**src/rtl/lcas_pkg.sv**
```systemverilog
// Shared constants and types for the life automaton step block.
// No dependencies; compiled first.
package lcas_pkg;

  localparam int LCAS_MAX_COLS = 256;
  localparam int LCAS_MAX_ROWS = 1024;

  // register field widths and APB geometry
  localparam int ROW_COUNT_W = 11;
  localparam int COL_COUNT_W = 9;
  localparam int APB_DATA_W  = 32;
  localparam int APB_ADDR_W  = 4;

  // register indexes (byte address = 4 * index)
  localparam logic [1:0] REG_ROW_COUNT   = 2'd0;
  localparam logic [1:0] REG_COL_COUNT   = 2'd1;
  localparam logic [1:0] REG_RULE_SELECT = 2'd2;

  // input item kinds
  localparam logic MODE_CELL  = 1'b0;
  localparam logic MODE_FLUSH = 1'b1;

  // rule codes
  localparam logic RULE_STANDARD = 1'b0;
  localparam logic RULE_KEEP     = 1'b1;

  // 3x3 neighborhood around the emitted cell
  typedef struct packed {
    logic nw;
    logic n;
    logic ne;
    logic w;
    logic self;
    logic e;
    logic sw;
    logic s;
    logic se;
  } lcas_nbr_t;

  // which sides of the emitted cell lie inside the grid
  typedef struct packed {
    logic up;
    logic down;
    logic left;
    logic right;
  } lcas_border_t;

endpackage

```
**src/rtl/lcas_if.sv**
```systemverilog
// Valid/ready stream interfaces for cell requests and results.
// No dependencies.
interface lcas_in_if;
  logic valid;
  logic ready;
  logic mode;
  logic cell_alive;

  modport source (output valid, output mode, output cell_alive, input ready);
  modport sink   (input valid, input mode, input cell_alive, output ready);
endinterface

interface lcas_out_if;
  logic valid;
  logic ready;
  logic next_alive;
  logic last_cell;

  modport source (output valid, output next_alive, output last_cell, input ready);
  modport sink   (input valid, input next_alive, input last_cell, output ready);
endinterface

```
**src/rtl/life_cellular_automaton_step_top.sv**
```systemverilog
// Life automaton step: one cell request accepted per cycle, back to back.
// A cell's result is registered at the edge that accepts the request m+1 positions later
// (m = columns in use) and is offered from the next cycle; a request that would emit
// waits only while a held result is not taken. Synchronous active-high reset clears the
// delay lines, counters and registers (rows 1, columns 1, standard rule).
// Depends on lcas_pkg, lcas_if, lcas_line, lcas_rule.
module life_cellular_automaton_step_top #(
  parameter int MAX_COLS = lcas_pkg::LCAS_MAX_COLS,
  parameter int MAX_ROWS = lcas_pkg::LCAS_MAX_ROWS
) (
  input  logic                              clk,
  input  logic                              rst,
  lcas_in_if.sink                           cell_in,
  lcas_out_if.source                        result_out,
  input  logic                              psel,
  input  logic                              penable,
  input  logic                              pwrite,
  input  logic [lcas_pkg::APB_ADDR_W-1:0]   paddr,
  input  logic [lcas_pkg::APB_DATA_W-1:0]   pwdata,
  output logic [lcas_pkg::APB_DATA_W-1:0]   prdata,
  output logic                              pready
);

  localparam int CW = $clog2(MAX_COLS + 1);
  localparam int RW = $clog2(MAX_ROWS + 2);
  localparam int IW = (MAX_COLS > 1) ? $clog2(MAX_COLS) : 1;

  // configuration registers
  logic [lcas_pkg::ROW_COUNT_W-1:0] row_count;
  logic [lcas_pkg::COL_COUNT_W-1:0] col_count;
  logic                             rule_select;

  logic       cfg_wr;
  logic [1:0] cfg_idx;
  logic       restart;

  assign pready  = 1'b1;
  assign cfg_wr  = psel && penable && pwrite;
  assign cfg_idx = paddr[3:2];
  assign restart = cfg_wr && (cfg_idx == lcas_pkg::REG_ROW_COUNT ||
                              cfg_idx == lcas_pkg::REG_COL_COUNT ||
                              cfg_idx == lcas_pkg::REG_RULE_SELECT);

  always_ff @(posedge clk) begin
    if (rst) begin
      row_count   <= lcas_pkg::ROW_COUNT_W'(1);
      col_count   <= lcas_pkg::COL_COUNT_W'(1);
      rule_select <= lcas_pkg::RULE_STANDARD;
    end else if (cfg_wr) begin
      case (cfg_idx)
        lcas_pkg::REG_ROW_COUNT:   row_count   <= pwdata[lcas_pkg::ROW_COUNT_W-1:0];
        lcas_pkg::REG_COL_COUNT:   col_count   <= pwdata[lcas_pkg::COL_COUNT_W-1:0];
        lcas_pkg::REG_RULE_SELECT: rule_select <= pwdata[0];
        default: ;
      endcase
    end
  end

  always_comb begin
    case (cfg_idx)
      lcas_pkg::REG_ROW_COUNT:   prdata = lcas_pkg::APB_DATA_W'(row_count);
      lcas_pkg::REG_COL_COUNT:   prdata = lcas_pkg::APB_DATA_W'(col_count);
      lcas_pkg::REG_RULE_SELECT: prdata = lcas_pkg::APB_DATA_W'(rule_select);
      default:                   prdata = '0;
    endcase
  end

  // sizes in use, clamped to 1..MAX
  logic [RW-1:0] n_eff;
  logic [CW-1:0] m_eff;
  logic [31:0]   rc32;
  logic [31:0]   cc32;

  always_comb begin
    rc32 = 32'(row_count);
    cc32 = 32'(col_count);
    if (rc32 == 32'd0)               n_eff = RW'(1);
    else if (rc32 > 32'(MAX_ROWS))   n_eff = RW'(MAX_ROWS);
    else                             n_eff = RW'(rc32);
    if (cc32 == 32'd0)               m_eff = CW'(1);
    else if (cc32 > 32'(MAX_COLS))   m_eff = CW'(MAX_COLS);
    else                             m_eff = CW'(cc32);
  end

  // input position as row/column, output position as row/column
  logic [RW-1:0] in_row;
  logic [CW-1:0] in_col;
  logic [RW-1:0] out_row;
  logic [CW-1:0] out_col;

  logic accept;
  logic in_grid;
  logic emit;
  logic frame_end;
  logic bit_in;

  assign in_grid   = in_row < n_eff;
  assign emit      = (in_row >= RW'(2)) || (in_row == RW'(1) && in_col != '0);
  assign frame_end = (in_row == RW'(n_eff + RW'(1))) && (in_col == '0);
  assign bit_in    = (cell_in.mode == lcas_pkg::MODE_CELL) && in_grid && cell_in.cell_alive;

  // output register
  logic ov;
  logic o_next;
  logic o_last;

  assign cell_in.ready = !emit || !ov || result_out.ready;
  assign accept        = cell_in.valid && cell_in.ready;

  always_ff @(posedge clk) begin
    if (rst || restart) begin
      in_row  <= '0;
      in_col  <= '0;
      out_row <= '0;
      out_col <= '0;
    end else if (accept) begin
      if (frame_end) begin
        in_row  <= '0;
        in_col  <= '0;
        out_row <= '0;
        out_col <= '0;
      end else begin
        if (CW'(in_col + CW'(1)) == m_eff) begin
          in_col <= '0;
          in_row <= RW'(in_row + RW'(1));
        end else begin
          in_col <= CW'(in_col + CW'(1));
        end
        if (emit) begin
          if (CW'(out_col + CW'(1)) >= m_eff) begin
            out_col <= '0;
            out_row <= RW'(out_row + RW'(1));
          end else begin
            out_col <= CW'(out_col + CW'(1));
          end
        end
      end
    end
  end

  // window taps: a short pair on the input and one beside each row line
  logic a0, a1, t1, t2, u1, u2;
  logic l1_tail, l2_tail;
  logic [IW-1:0] entry_idx;

  assign entry_idx = IW'(CW'(MAX_COLS) - m_eff);

  lcas_line #(.MAX_COLS(MAX_COLS)) u_line_near (
    .clk       (clk),
    .rst       (rst),
    .en        (accept),
    .entry_idx (entry_idx),
    .din       (bit_in),
    .tail      (l1_tail)
  );

  lcas_line #(.MAX_COLS(MAX_COLS)) u_line_far (
    .clk       (clk),
    .rst       (rst),
    .en        (accept),
    .entry_idx (entry_idx),
    .din       (l1_tail),
    .tail      (l2_tail)
  );

  always_ff @(posedge clk) begin
    if (rst) begin
      a0 <= 1'b0;
      a1 <= 1'b0;
      t1 <= 1'b0;
      t2 <= 1'b0;
      u1 <= 1'b0;
      u2 <= 1'b0;
    end else if (accept) begin
      a0 <= bit_in;
      a1 <= a0;
      t1 <= l1_tail;
      t2 <= t1;
      u1 <= l2_tail;
      u2 <= u1;
    end
  end

  lcas_pkg::lcas_nbr_t    nbr;
  lcas_pkg::lcas_border_t border;
  logic                   next_alive;

  always_comb begin
    nbr.nw   = u2;
    nbr.n    = u1;
    nbr.ne   = l2_tail;
    nbr.w    = t2;
    nbr.self = t1;
    nbr.e    = l1_tail;
    nbr.sw   = a1;
    nbr.s    = a0;
    nbr.se   = bit_in;
    border.up    = out_row != '0;
    border.down  = RW'(out_row + RW'(1)) < n_eff;
    border.left  = out_col != '0;
    border.right = CW'(out_col + CW'(1)) < m_eff;
  end

  lcas_rule u_rule (
    .nbr         (nbr),
    .border      (border),
    .rule_select (rule_select),
    .next_alive  (next_alive)
  );

  always_ff @(posedge clk) begin
    if (rst) begin
      ov <= 1'b0;
    end else if (accept && emit) begin
      ov <= 1'b1;
    end else if (result_out.ready) begin
      ov <= 1'b0;
    end
  end

  always_ff @(posedge clk) begin
    if (accept && emit) begin
      o_next <= next_alive;
      o_last <= frame_end;
    end
  end

  assign result_out.valid      = ov;
  assign result_out.next_alive = o_next;
  assign result_out.last_cell  = o_last;

`ifndef SYNTHESIS
  a_stall_no_emit: assert property (@(posedge clk) disable iff (rst)
    (accept && ov && !result_out.ready) |-> !emit)
    else $error("request accepted over a held result");

  a_end_emits: assert property (@(posedge clk) disable iff (rst)
    (accept && frame_end) |-> emit)
    else $error("frame end without a result");

  a_end_wraps: assert property (@(posedge clk) disable iff (rst)
    (accept && frame_end) |=> (in_row == '0 && in_col == '0 &&
                               out_row == '0 && out_col == '0))
    else $error("positions not cleared after frame end");

  a_col_range: assert property (@(posedge clk) disable iff (rst)
    (in_col < m_eff) && (out_col < m_eff))
    else $error("column counter out of range");
`endif

endmodule

```
**src/rtl/lcas_cell.sv**
```systemverilog
// One-bit storage cell of the row delay line.
// Loads either its upstream neighbor or the line input when it is the entry point.
module lcas_cell (
  input  logic clk,
  input  logic rst,
  input  logic en,
  input  logic entry,
  input  logic din_line,
  input  logic din_prev,
  output logic q
);

  always_ff @(posedge clk) begin
    if (rst) begin
      q <= 1'b0;
    end else if (en) begin
      q <= entry ? din_line : din_prev;
    end
  end

endmodule

```
**src/rtl/lcas_line.sv**
```systemverilog
// Variable-length row delay line built from a chain of lcas_cell.
// Depends on lcas_pkg and lcas_cell. Length is MAX_COLS - entry_idx cells.
module lcas_line #(
  parameter int MAX_COLS = lcas_pkg::LCAS_MAX_COLS,
  localparam int IW = (MAX_COLS > 1) ? $clog2(MAX_COLS) : 1
) (
  input  logic          clk,
  input  logic          rst,
  input  logic          en,
  input  logic [IW-1:0] entry_idx,
  input  logic          din,
  output logic          tail
);

  logic [MAX_COLS-1:0] q;

  for (genvar j = 0; j < MAX_COLS; j++) begin : g_bit
    logic prev;
    if (j == 0) begin : g_first
      assign prev = din;
    end else begin : g_rest
      assign prev = q[j-1];
    end
    lcas_cell u_bit (
      .clk      (clk),
      .rst      (rst),
      .en       (en),
      .entry    (entry_idx == IW'(j)),
      .din_line (din),
      .din_prev (prev),
      .q        (q[j])
    );
  end

  assign tail = q[MAX_COLS-1];

endmodule

```
**src/rtl/lcas_rule.sv**
```systemverilog
// Neighbor count and birth/survival rule for one emitted cell.
// Depends on lcas_pkg.
module lcas_rule (
  input  lcas_pkg::lcas_nbr_t    nbr,
  input  lcas_pkg::lcas_border_t border,
  input  logic                   rule_select,
  output logic                   next_alive
);

  logic [3:0] cnt;

  always_comb begin
    cnt = 4'(nbr.nw & border.up & border.left)
        + 4'(nbr.n  & border.up)
        + 4'(nbr.ne & border.up & border.right)
        + 4'(nbr.w  & border.left)
        + 4'(nbr.e  & border.right)
        + 4'(nbr.sw & border.down & border.left)
        + 4'(nbr.s  & border.down)
        + 4'(nbr.se & border.down & border.right);
    if (rule_select == lcas_pkg::RULE_STANDARD) begin
      next_alive = nbr.self ? (cnt == 4'd2 || cnt == 4'd3) : (cnt == 4'd3);
    end else begin
      next_alive = nbr.self ? 1'b1 : (cnt == 4'd2);
    end
  end

endmodule
```
**src/flat_wrapper.sv**
```systemverilog
// flat-port wrapper written by rule: the top's interface ports become plain ports
module life_cellular_automaton_step_top_flat 
#(
  parameter int MAX_COLS = lcas_pkg::LCAS_MAX_COLS,
  parameter int MAX_ROWS = lcas_pkg::LCAS_MAX_ROWS
)
  (clk, rst, psel, penable, pwrite, paddr, pwdata, prdata, pready, cell_in_valid, cell_in_mode, cell_in_cell_alive, cell_in_ready, result_out_valid, result_out_next_alive, result_out_last_cell, result_out_ready);
  lcas_in_if cell_in_i ();
  lcas_out_if result_out_i ();
  input  logic clk;
  input  logic rst;
  input  logic psel;
  input  logic penable;
  input  logic pwrite;
  input  logic [lcas_pkg::APB_ADDR_W-1:0] paddr;
  input  logic [lcas_pkg::APB_DATA_W-1:0] pwdata;
  output logic [lcas_pkg::APB_DATA_W-1:0] prdata;
  output logic pready;
  input wire logic [$bits(cell_in_i.valid)-1:0] cell_in_valid;
  input wire logic [$bits(cell_in_i.mode)-1:0] cell_in_mode;
  input wire logic [$bits(cell_in_i.cell_alive)-1:0] cell_in_cell_alive;
  output wire logic [$bits(cell_in_i.ready)-1:0] cell_in_ready;
  output wire logic [$bits(result_out_i.valid)-1:0] result_out_valid;
  output wire logic [$bits(result_out_i.next_alive)-1:0] result_out_next_alive;
  output wire logic [$bits(result_out_i.last_cell)-1:0] result_out_last_cell;
  input wire logic [$bits(result_out_i.ready)-1:0] result_out_ready;
  assign cell_in_i.valid = cell_in_valid;
  assign cell_in_i.mode = cell_in_mode;
  assign cell_in_i.cell_alive = cell_in_cell_alive;
  assign cell_in_ready = cell_in_i.ready;
  assign result_out_valid = result_out_i.valid;
  assign result_out_next_alive = result_out_i.next_alive;
  assign result_out_last_cell = result_out_i.last_cell;
  assign result_out_i.ready = result_out_ready;
  life_cellular_automaton_step_top #(.MAX_COLS(MAX_COLS), .MAX_ROWS(MAX_ROWS)) u_core (.clk(clk), .rst(rst), .cell_in(cell_in_i), .result_out(result_out_i), .psel(psel), .penable(penable), .pwrite(pwrite), .paddr(paddr), .pwdata(pwdata), .prdata(prdata), .pready(pready));
endmodule
```
**config.mk**
```make
export PLATFORM = sky130hd
export DESIGN_NAME = life_cellular_automaton_step_top_flat
export DESIGN_NICKNAME = d
export VERILOG_FILES = /design/src/rtl/lcas_pkg.sv /design/src/rtl/lcas_if.sv /design/src/rtl/life_cellular_automaton_step_top.sv /design/src/rtl/lcas_cell.sv /design/src/rtl/lcas_line.sv /design/src/rtl/lcas_rule.sv /design/src/flat_wrapper.sv
export SDC_FILE = /design/constraint.sdc
export NUM_CORES = 2
export LEC_CHECK = 0
export BUFFER_PORTS_ARGS = -buffer_cell sky130_fd_sc_hd__clkbuf_2
export CAP_MARGIN = 40
export CORE_MARGIN = 10
export CORE_UTILIZATION = 25
export CTS_BUF_LIST = sky130_fd_sc_hd__clkbuf_4 sky130_fd_sc_hd__clkbuf_8 sky130_fd_sc_hd__clkbuf_16
export DETAILED_ROUTE_END_ITERATION = 10
export PLACE_DENSITY = 0.51
export SLEW_MARGIN = 10
export SYNTH_ARGS = -nofsm -noshare
export SYNTH_HDL_FRONTEND = slang
export SYNTH_SLANG_ARGS = --single-unit
```
**constraint.sdc**
```tcl
create_clock -name clk -period 5.5 [get_ports clk]
set_input_delay 0 -clock clk [delete_from_list [all_inputs] [get_ports clk]]
set_output_delay 0 -clock clk [all_outputs]
set_load 0.05 [all_outputs]
```
==> impl_metrics.ini <==
[pwr]
p_clk_frac = 0.458
p_sw_frac = 0.266
vdd_ir_drop_max_v = 0.000229
p_per_area_nw_per_um2 = 321
intPower_uw = 7930
finalPower_uw = 10800
combPwrFrac = 0.113
power_frac_seq = 0.430
leakage_uw = 0.0114
p_sw_uw = 2880

[critical_path]
endpoint_kind = flip-flop
reg2reg_slack_ns = 0.35
max_stage_delay_ns = 0.49
slowest_stage = fa_1
critPathMostFrequentCell = a21o_1
reg2reg_depth = 19
crit_type = reg -> reg
required_ns = 5.96
rr_startpoint = u_core.out_row[0]
arrival_ns = 5.61
path_cells = ha_1 > and3_1 > xor2_1 > ha_1 > a21o_1 > a21o_1 > a21o_1 > a21o_1 > a21o_1 > a21o_1 > a221o_1 > nor2_1 > fa_1 > fa_1 > ha_1 > fa_1 > o21ai_0 > o211ai_1 > a21oi_1
crit_path_max_fanout = 6
worstSetupStartpointType = flip-flop
reg2reg_to = u_core.result_out.next_alive

[sta]
finalSetupViolCount = 0
skew_ns = 0.0180
hold_viol_final = 0
min_period_ns = 5.15
post-route-period-util = 0.936
setup_tns_ns = 0
layout_setup_ws_ns = 0.354
relSlewSlack = 0.244
rsz0062_at_grt = no
fmax_mhz = 194
worstMarginPinSlew_ns = 1.13
slew_violations = 0

[yosys]
synthTopCellsByArea = dfxtp_1, nor2_1, a211oi_1
synth.top_cells.by_count = nor2_1, dfxtp_1, nand2_1
yosysSeqAreaShare = 0.396
synth-main-ff-cell = dfxtp_1
synth_compound_area_frac = 0.218
ys.warnings.count = 0
async_flop_share = 0
muxShareOfSynthArea = 0.0396
synth-edff-count = 2
synth_cell_type_count = 69
post-synth-top-count-cell = nor2_1
synth_cells = 3875
ys_ff_latch = 580
yosys.area.top_type = dfxtp_1
synth_area_um2 = 29400
synth_top_family_by_area = simple AND/OR/NAND/NOR gates
synthXorXnorAreaFrac = 0.0102
synthAdderAreaFrac = 0.0211
synth-simple-area-share = 0.253
synth.avg_cell_area_um2 = 7.58
yosysTopAreaCellShare = 0.394

[floorplanning]
start_util = 0.252
fp-row-count = 125
die_width_um = 363
die_area_um2 = 132000
core_region_area_um2 = 116000
die_height_um = 363
ioPinCount = 82

[global_route]
grt_pass1_vias = 25300
antenna_found_initial = 0
grt_overflow_total = 0
grt_usage = 0.130
grt_max_degree = 185
grt_pass1_wl_um = 143000

[detailed_routing]
wl_met3_um = 3540
top_layer = met4
via_per_inst = 5.11
drt_iter0_drc = 2173
met2_length_um = 39800
routedLengthMet1_um = 44200
wl_per_cell_um = 17.0
dr.pass1.iters = 5
wl_um = 89700
ant_nets = 0
drc = 0
vias = 27000

[layout]
drive_above_1_share = 0.0813
diodes = 0
fin_cells = 5286
multi_input_area_um2 = 16200
syn_to_final_growth_pct = 14.9
fillers = 12600
seq_area_um2 = 11600
fin_util = 0.290
nets = 3802

[job]
maxCapViolCount = 0

[clock_network]
clk_latency_ns = 0.62
cts_tree = done
clock_path_buffers = 3
cts_sinks = 580
cts-root-buf = clkbuf_16
cts_buffers = 70
cts_htree_levels = 3
clk_pin_slew_worst_paths_ns = 0.06

[placement]
hpwlAfterDp_um = 53700
gp_congestion = 0.791
pre_cts_ws_ns = 0.362
port_buffers = 36
dp.cells = 5142

[worst_hold_path]
hp-class = in -> reg
holdPathStages = 4
min_from = paddr[3]
hold_path_end = u_core.col_count[0]

[outcome]
status = complete, no violations
## cell usage in the layout, fill, tap and decap left out, types with 43 or more instances in the layout
master	Yosys	final
a211oi_1	292	292
a21oi_1	228	226
a311oi_1	223	223
buf_4	23	75
clkbuf_16	0	75
dfxtp_1	578	577
ha_1	43	43
mux2i_1	114	114
nand2_1	502	501
nand3_1	382	382
nor2_1	670	664
o21ai_0	95	95
## power by group through the flow
stage	Combinational (uW)	Clock (uW)	Sequential [uW]
after CTS	1230	5080	4650
after global routing	1370	5230	4680
after floorplan	915	0	4680
after global placement	1190	0	4730
final	1220	4950	4650
after detailed placement	1210	0	4740
## registers in the layout (all words and copies together) (netlist names)
signal,flops
u_core.out_col,9
u_core.out_row,11
u_core.t2,1
u_core.a1,1
u_core.u1,1
u_core.u_line_near.g_bit.u_bit.q,256
u_core.result_out.valid,1
u_core.in_col,9
u_core.row_count,11
u_core.result_out.last_cell,1
u_core.result_out.next_alive,1
u_core.u_line_far.g_bit.u_bit.q,256
u_core.in_row,11
u_core.col_count,9
u_core.u2,1
u_core.rule_select,1
## kinds of logic (layout without fill, tap and decap cells)
logic type / Yosys count / after routing
compound gates: 916 / 916
xor+xnor: 31 / 31
fa+ha+maj: 47 / 47
buf+inv: 451 / 318
flops: 580 / 580
mux: 116 / 116
other cells: 2 / 22
simple gates: 1732 / 1732
## critical path, delay by kind of cell, from the launching register on
kind            cells  cell delay, ns
fa+ha+maj           6            2.05
compound gates     10            1.98
flops               1            0.41
simple gates        2            0.35
xor+xnor            1            0.22
## area by class of cell
| type | instances | share of cell area |
|---|---|---|
| inverter | 39 | 0.00434 |
| multi-input combinational | 2864 | 0.479 |
| sequential | 580 | 0.345 |
| clock buffer | 104 | 0.0651 |
| tap | 1524 | 0.0565 |
| clock inverter | 20 | 0.00823 |
| timing repair buffer | 155 | 0.0420 |
## per-stage QoR
step / area (um^2) / hold slack, ns
2_1_floorplan: 29400 / 0.118
3_3_place_gp: 30800 / 0.229
3_5_place_dp: 31100 / 0.238
4_1_cts: 33700 / 0.0122
5_1_grt: 33700 / 0.109
6_report: 33700 / 0.0573
## what timing repair did
| action | CTS | global route |
|---|---|---|
| resized for setup | 0 | 0 |
| buffers inserted | 0 | 0 |
| hold endpoints to repair | 93 | 0 |
| hold buffers | 20 | 0 |
## layer usage
metal / vias to the layer above / global-route usage
li1: 13500 / -
met1: 12900 / 0.180
met3: 129 / 0.0183
met5: - / 0
met2: 501 / 0.209
met4: 0 / 0.0375
## worst max path at each step
| stage | start | to | cells after the start |
|---|---|---|---|
| after floorplan | u_core.out_row[0] | u_core.result_out.next_alive | 20 |
| final | u_core.out_row[0] | u_core.result_out.next_alive | 19 |
| after global placement | u_core.out_row[0] | u_core.result_out.next_alive | 20 |
| after detailed placement | u_core.out_row[0] | u_core.result_out.next_alive | 20 |
| after CTS | u_core.out_row[0] | u_core.result_out.next_alive | 19 |
| after global routing | u_core.out_row[0] | u_core.result_out.next_alive | 19 |
(Power assumes the default switching activity.)
